--- config.mk ---
export PLATFORM = sky130hd
export DESIGN_NAME = scba_free_dec
export DESIGN_NICKNAME = d
export VERILOG_FILES = /design/src/rtl/scba_pkg.sv /design/src/rtl/scba_free_dec.sv
export SDC_FILE = /design/constraint.sdc
export NUM_CORES = 1
export LEC_CHECK = 0
export ABC_CLOCK_PERIOD_IN_PS = 11750
export BUFFER_PORTS_ARGS = -buffer_cell sky130_fd_sc_hd__buf_2
export CELL_PAD_IN_SITES_DETAIL_PLACEMENT = 0
export CELL_PAD_IN_SITES_GLOBAL_PLACEMENT = 2
export CORE_MARGIN = 2
export CORE_UTILIZATION = 25
export CTS_CLUSTER_DIAMETER = 150
export CTS_CLUSTER_SIZE = 25
export DETAILED_ROUTE_END_ITERATION = 10
export PLACE_DENSITY_LB_ADDON = 0.1
export SYNTH_ARGS = -nofsm -noshare
export SYNTH_HDL_FRONTEND = slang
export SYNTH_SLANG_ARGS = --single-unit
export TNS_END_PERCENT = 50
--- constraint.sdc ---
create_clock -name i_clk -period 11.75 [get_ports i_clk]
set_input_delay 0.5875 -clock i_clk [delete_from_list [all_inputs] [get_ports i_clk]]
set_output_delay 0.5875 -clock i_clk [all_outputs]
set_load 0.05 [all_outputs]
--- src/rtl/scba_pkg.sv ---
`timescale 1ns / 1ps
// ---------------------------------------------------------------------------
// scba_pkg
// Shared types and constants of the size-class block allocator.
// ---------------------------------------------------------------------------
package scba_pkg;

    localparam int ADDR_W       = 22;
    localparam int SIZE_W       = 16;
    localparam int REGION_SHIFT = 19;
    localparam int IDX_W        = 16;
    localparam int BB_W         = 11;

    typedef enum logic [0:0] {
        OP_ALLOC = 1'b0,
        OP_FREE  = 1'b1
    } t_opcode;

    typedef enum logic [2:0] {
        ST_OK        = 3'd0,
        ST_TOO_LARGE = 3'd1,
        ST_EXHAUSTED = 3'd2,
        ST_NULL_FREE = 3'd3,
        ST_BAD_FREE  = 3'd4
    } t_status;

    typedef struct packed {
        t_opcode             opcode;
        logic [SIZE_W-1:0]   request_size;
        logic [ADDR_W-1:0]   free_address;
    } t_req;

    typedef struct packed {
        logic [ADDR_W-1:0]   payload_address;
        t_status             status;
    } t_resp;

    // Result of decoding a freed address into class and block index.
    typedef struct packed {
        logic                bad;
        logic [2:0]          cls;
        logic [IDX_W-1:0]    idx;
    } t_free_dec;

    typedef enum logic [2:0] {
        S_IDLE,
        S_ALLOC,
        S_CARVE,
        S_POP_RD,
        S_POP_WB,
        S_FREE_DEC,
        S_FREE_WB,
        S_RESP
    } t_state;

    // Payload bytes of a class: 8 << class.
    function automatic logic [BB_W-1:0] class_payload(input logic [2:0] c);
        class_payload = BB_W'(8) << c;
    endfunction

endpackage

--- src/rtl/scba_free_dec.sv ---
`timescale 1ns / 1ps
// ---------------------------------------------------------------------------
// scba_free_dec
// Three-stage decoder: freed address to class, block index and alignment,
// using a per-class reciprocal multiply and one correction step.
// ---------------------------------------------------------------------------
module scba_free_dec #(
    parameter int NUM_SIZE_CLASSES = 8,
    parameter int HEADER_BYTES     = 8
) (
    input  logic                          i_clk,
    input  logic                          i_rst_n,
    input  logic                          i_start,
    input  logic [scba_pkg::ADDR_W-1:0]   i_addr,
    output logic                          o_valid,
    output scba_pkg::t_free_dec           o_dec
);

    localparam int RS    = 30;
    localparam int OFF_W = scba_pkg::REGION_SHIFT;
    localparam int RC_W  = 27;
    localparam int PR_W  = OFF_W + RC_W;
    localparam int QB_W  = scba_pkg::IDX_W + scba_pkg::BB_W;

    localparam logic [RC_W-1:0] RECIP [8] = '{
        RC_W'((64'd1 << RS) / (HEADER_BYTES + 8)),
        RC_W'((64'd1 << RS) / (HEADER_BYTES + 16)),
        RC_W'((64'd1 << RS) / (HEADER_BYTES + 32)),
        RC_W'((64'd1 << RS) / (HEADER_BYTES + 64)),
        RC_W'((64'd1 << RS) / (HEADER_BYTES + 128)),
        RC_W'((64'd1 << RS) / (HEADER_BYTES + 256)),
        RC_W'((64'd1 << RS) / (HEADER_BYTES + 512)),
        RC_W'((64'd1 << RS) / (HEADER_BYTES + 1024))
    };

    logic                          r_v1, r_v2, r_v3;
    logic [2:0]                    r_cls1, r_cls2, r_cls3;
    logic [OFF_W-1:0]              r_off1, r_off2, r_off3;
    logic                          r_bad1, r_bad2, r_bad3;
    logic [PR_W-1:0]               r_prod;
    logic [scba_pkg::IDX_W-1:0]    r_q;
    logic [QB_W-1:0]               r_qbb;

    logic [2:0]                    cls0;
    logic [OFF_W-1:0]              local0;
    logic [scba_pkg::IDX_W-1:0]    q_est;
    logic [scba_pkg::BB_W-1:0]     bb1, bb2;
    logic [QB_W-1:0]               rem, rem_fix;
    logic                          ge;

    assign cls0   = i_addr[scba_pkg::ADDR_W-1:OFF_W];
    assign local0 = i_addr[OFF_W-1:0];
    assign q_est  = r_prod[RS +: scba_pkg::IDX_W];
    assign bb1    = scba_pkg::BB_W'(HEADER_BYTES) + scba_pkg::class_payload(r_cls2);
    assign bb2    = scba_pkg::BB_W'(HEADER_BYTES) + scba_pkg::class_payload(r_cls3);

    always_ff @(posedge i_clk) begin
        if (!i_rst_n) begin
            r_v1 <= 1'b0;
            r_v2 <= 1'b0;
            r_v3 <= 1'b0;
        end else begin
            r_v1 <= i_start;
            r_v2 <= r_v1;
            r_v3 <= r_v2;
        end
    end

    always_ff @(posedge i_clk) begin
        // Stage 1: split off class, strip the header.
        r_cls1 <= cls0;
        r_bad1 <= ({1'b0, cls0} >= 4'(NUM_SIZE_CLASSES)) ||
                  (local0 < OFF_W'(HEADER_BYTES));
        r_off1 <= local0 - OFF_W'(HEADER_BYTES);
        // Stage 2: scaled quotient estimate.
        r_cls2 <= r_cls1;
        r_bad2 <= r_bad1;
        r_off2 <= r_off1;
        r_prod <= PR_W'(r_off1) * PR_W'(RECIP[r_cls1]);
        // Stage 3: back-multiply the estimate.
        r_cls3 <= r_cls2;
        r_bad3 <= r_bad2;
        r_off3 <= r_off2;
        r_q    <= q_est;
        r_qbb  <= QB_W'(q_est) * QB_W'(bb1);
    end

    // Estimate is exact or one low; fix it with one compare and subtract.
    always_comb begin
        rem     = QB_W'(r_off3) - r_qbb;
        ge      = rem >= QB_W'(bb2);
        rem_fix = ge ? (rem - QB_W'(bb2)) : rem;
        o_dec.cls = r_cls3;
        o_dec.idx = ge ? (r_q + scba_pkg::IDX_W'(1)) : r_q;
        o_dec.bad = r_bad3 || (rem_fix != '0);
    end

    assign o_valid = r_v3;

endmodule

* Word-level counts from Yosys, hierarchy flattened
Memories as Yosys holds them, arrays and structs flattened.
Cells that the tools add are included.
** Word-level totals
- Flip-flop bits (word level) :: 161
- Bits in read-only memories :: 216
- Output and inout port bits :: 21
- Logic and storage cells :: 36
- Memories :: 1
** Operators by class
- Add/subtract/negate cells :: 6
- $mul :: 2
- $lt $le $gt $ge :: 3
- Shift operators :: 2
- Multiplexer cells :: 4
- Bitwise logic cells :: 1
- Reduce and logical (&&, ||, !) cells :: 2
** Memories
- (no name shown) :: words 8, bits a word 27, read ports 1, clocked after memory_dff 0, wr ports 0, RTL line scba_free_dec.sv:79 : r_prod <= PR_W'(r_off1) * PR_W'(RECIP[r_cls1]);
** Operators with widths (number)
- $mux W27 :: 3
- $mul A19 B27 Y46 :: 1
- $ge A27 B11 Y1 :: 1
- $mul A16 B11 Y27 :: 1
- $reduce_bool A27 Y1 :: 1
- $sub A19 B27 Y27 :: 1
- $sub A27 B11 Y27 :: 1
- $add A4 B11 Y11 const A :: 2
- $shl A4 B3 Y11 const A :: 2
- $lt A19 B4 Y1 const B :: 1
- $sub A19 B4 Y19 const B :: 1
- $add A16 B1 Y16 const B :: 1
- $mux W16 :: 1
- $ge A4 B4 Y1 const B :: 1
- $not A3 Y4 :: 1
- $logic_or A1 B1 Y1 :: 1

* Longest topological paths before layout
- Depth in word-level cells :: 6
- Mapped depth :: 31
- Depth with buffers taken out :: 29

* Least setup slack after synthesis
No wires, ideal clock.
- Kind :: reg2reg
- From :: register r_cls1[0]
- To :: register r_prod[45]
- Arrival :: 7212 ps
- Required time :: 11630 ps
- Slack :: 4418 ps
- Stages on the path, launching flop included :: 29
- Path through :: dfxtp_1 inv_1 clkbuf_1 ha_1 nor2b_1 a21oi_1 clkbuf_1 nand2_1 fa_1 inv_1 fa_1 fa_1 fa_1 fa_1 inv_1 fa_1 inv_1 ha_1 a21o_1 a21o_1 a211oi_1 nand4_1 o21ai_0 o211ai_1 o41ai_1 a31oi_1 a21oi_1 o21bai_1 xnor2_1
** Between the ends
- Word-level cells in the longest chain between the ends :: 5
** RTL lines
- from (decl) :: RTL line scba_free_dec.sv:37 : logic [2:0] r_cls1, r_cls2, r_cls3;
- from (signal assigned) :: RTL line scba_free_dec.sv:71 : r_cls1 <= cls0;
- $not A3 Y4 (not written as such) :: RTL line scba_free_dec.sv:79
- $mem_v2 Z8 W27
- $mux W27 (not written as such) (2 in a row) :: RTL line scba_free_dec.sv:79
- $mul A19 B27 Y46 :: RTL line scba_free_dec.sv:79
- to (signal assigned) :: RTL line scba_free_dec.sv:79
- to (decl) :: RTL line scba_free_dec.sv:40 : logic [PR_W-1:0] r_prod;
No other way between the ends. The select of a mux whose other input is x is not followed.
A chain may end at the register's enable or synchronous reset.

* Worst setup path in the final report
- From :: register r_cls1[0]
- To :: register r_prod[39]
The elaborated chain is that of the path after synthesis.

==> impl_metrics.py <==
metrics = {
    "outcome": {
        "run_status": "completed",
    },
    "setup_path": {
        "cp_max_fo": 29,
        "worstReg2RegStart": "r_cls1[0]",
        "cp.arrival_ps": 10410,
        "end_kind": "flop",
        "crit_path_buffers_inverters": 7,
        "path_common_cell": "fa_1",
        "cp_max_stage_cell": "nor3_1",
        "critical_path.max_stage_delay_ps": 870,
        "start_kind": "flop",
        "setup.worst_path.class": "reg2reg",
        "worst_path_dominant_cell_family": "adder cells",
        "worstSetupStartpoint": "r_cls1[0]",
        "timing.critical_path.required_ps": 12070,
    },
    "clock_tree": {
        "post_cts_resize_count": 0,
        "clock-sinks": 128,
        "cts_hold_buf": 0,
        "clock-root-buffer": "clkbuf_16",
        "htree_num_levels": 4,
        "cts.path.max_buffers": 2,
        "tritoncts": "done",
        "clk_latency_worst_skew_pair_ps": 440,
        "cts_setup_buffers": 0,
        "clkSlewWorstSetupHoldPaths_ps": 70,
        "tritoncts.num_buffers": 17,
    },
    "flow_run": {
        "max_cap_viol_count": 0,
    },
    "synth": {
        "synth_edf_count": 0,
        "leading_post_synthesis_cells_by_instance_count": "684 x inv_1, 508 x fa_1, 343 x nand2_1, 283 x and2_1, 232 x ha_1",
        "postSynthCellCount": 2815,
        "synth_async_sr_flop_share_pct": 0,
        "mappedNetlistArea_um2": 25100,
        "synth_top_cells_by_area": "fa_1 41%, ha_1 12%, inv_1 10%, dfxtp_1 10%, and2_1 7.1%",
        "synth_seq_area_share_pct": 10.2,
        "synth.ff_latch_count": 128,
        "syn_nets": 3580,
        "yosys_warnings": 0,
        "syn_avg_cell_area_um2": 8.91,
        "ys_dominant_reg_cell": "dfxtp_1",
        "synth.lib_cells_used.distinct": 72,
        "synth_top_cell_area_share_pct": 40.5,
        "yosysTopAreaCell": "fa_1",
        "yosysMostFrequentCell": "inv_1",
    },
    "floorplan": {
        "die-area_um2": 103000,
        "ios": 46,
        "die-height_um": 321,
        "horizontal_die_dimension_um": 321,
        "initial_core_util_pct": 25.1,
        "fp.coreArea_um2": 99900,
        "rows": 116,
    },
    "detailed_routing": {
        "first_pass_iters": 5,
        "wl_um": 82000,
        "wl_per_cell_um": 19.8,
        "drt_first_iter_violations": 889,
        "antenna_violating_nets_post_route": 0,
        "detailroute.via_count": 17900,
        "drt-vias-per-instance": 4.33,
        "drt_drc_violations_left": 0,
    },
    "global_route": {
        "global_route.overflow_total": 0,
        "track_usage_pct": 16.5,
        "grt_antenna_before_repair": 13,
        "maximum_number_of_pins_on_one_net_before_global_route_repair": 42,
        "grt_first_pass_wirelength_um": 127000,
        "vias_in_the_first_global_route": 20100,
    },
    "placement": {
        "placed_cell_area_um2": 26900,
        "gpl.final_weighted_congestion": 0.796,
        "port-buffer-count": 45,
        "detailed_place_hpwl_um": 62800,
        "preCtsSetupSlack_ps": 1780,
    },
    "layout": {
        "design.final.nets": 3591,
        "layout_cell_share_with_drive_strength_beyond_1_pct": 5.53,
        "layout.cell_area.non_filler_um2": 27500,
        "area_delta_synth_final_pct": 9.59,
    },
    "worst_hold_path": {
        "hold_path.class": "in2reg",
        "timing.hold.worst.start": "i_addr[2]",
    },
    "sta": {
        "maxClockFrequency_mhz": 99.1,
        "layout_setup_ws_ps": 1660,
        "grt_setup_unrepaired": "no",
        "timing.max_slew.rel_slack_pct": 5.39,
        "setup_tns_ps": 0,
        "timing.final.hold_violations": 0,
        "worst_pin_slew_ps": 1420,
        "finalCriticalPeriod_ps": 10090,
        "clock-skew-final_ps": 9.37,
        "finalSetupViolCount": 0,
        "period_share_pct": 85.9,
        "number_of_max_slew_violations_in_the_final_report": 0,
    },
    "power_and_ir_drop": {
        "ir_drop_mv": 0.454,
        "power.leakage_nw": 13.9,
        "power_density_nw_per_um2": 291,
    },
}
==> kinds of logic after synthesis <==
kind of cell,Yosys count,share of synthesized area (%)
compound gates,186,4.79
xor+xnor,67,2.34
fa+ha+maj,741,52.1
buf+inv,786,11.8
flops,128,10.2
mux,3,0.130
simple gates,904,18.6
==> final timing paths <==
check / endpoint / slack (ps) / depth (start not counted)
worst max-delay path: r_prod[39] / 1660 / 29
worst min-delay path: r_off1[2] / 250 / 1
worst max register to register: r_prod[39] / 1660 / 29
worst min register to register: r_off3[18] / 330 / 0
==> metal layers <==
| layer | part of all wire, % | up-vias | wire length, um | track usage, % |
|---|---|---|---|---|
| li1 | - | 8423 | - | - |
| met1 | 50 | 9172 | 41100 | 24.0 |
| met5 | 0 | - | 0 | 0 |
| met2 | 46 | 274 | 37600 | 26.9 |
| met4 | 1.4 | 0 | 1110 | 2.80 |
| met3 | 2.7 | 61 | 2210 | 1.59 |
==> layout make-up <==
class                      instances  area (um2)
tap                             1298        1620
antenna                            3        7.51
fill                           10700       72400
clock buffer                      17         425
clock inverter                    15         136
inverter                         684        2570
sequential                       128        2570
timing repair buffer              94         593
multi-input combinational       1901       19600
==> registers in the layout (all words and copies together), names as in the netlist <==
| register | cells |
|---|---|
| r_bad2 | 1 |
| r_v2 | 1 |
| r_off2 | 19 |
| r_v1 | 1 |
| r_q | 16 |
| r_bad1 | 1 |
| r_bad3 | 1 |
| r_qbb | 24 |
| r_off3 | 19 |
| r_cls3 | 3 |
| r_off1 | 19 |
| o_valid | 1 |
| r_cls2 | 3 |
| r_cls1 | 3 |
| r_prod | 16 |
==> power breakdown <==
group          total, W  internal, W  switching [W]  leakage (nW)
clock          0.000512     0.000279       0.000233         0.266
sequential     0.000706     0.000572       0.000134          1.07
combinational   0.00679      0.00270        0.00408          12.5
==> cells in the final DEF, fill, tap and decap left out, types with 10 or more instances in the layout <==
master     netlist  routed
a21o_1          17      17
a21oi_1         51      51
and2_1         283     283
and3_1          34      34
buf_2            0      45
buf_4            0      49
clkbuf_16        0      17
dfxtp_1        128     125
fa_1           508     508
ha_1           232     232
inv_1          684     684
nand2_1        343     343
nand3_1         23      23
nand4_1         15      15
nor2_1          66      65
nor2b_1         43      42
nor3_1          29      28
o211ai_1        10      10
o21ai_0         41      41
or3_1           10      10
xnor2_1         42      42
xor2_1          25      25
==> stage by stage <==
| step | util [%] | std cells | hold slack (ps) | power (W) |
|---|---|---|---|---|
| finish | 27.5 | 4140 | 248 | 0.00801 |
| global route | 27.5 | 4137 | 222 | 0.00910 |
| global placement | 27.0 | 4105 | 310 | 0.00756 |
| floorplan | - | 2815 | 310 | 0.00549 |
| detailed placement | 27.0 | 4105 | 312 | 0.00758 |
| CTS | 27.5 | 4137 | 217 | 0.00816 |
(Power assumes the default switching activity.)
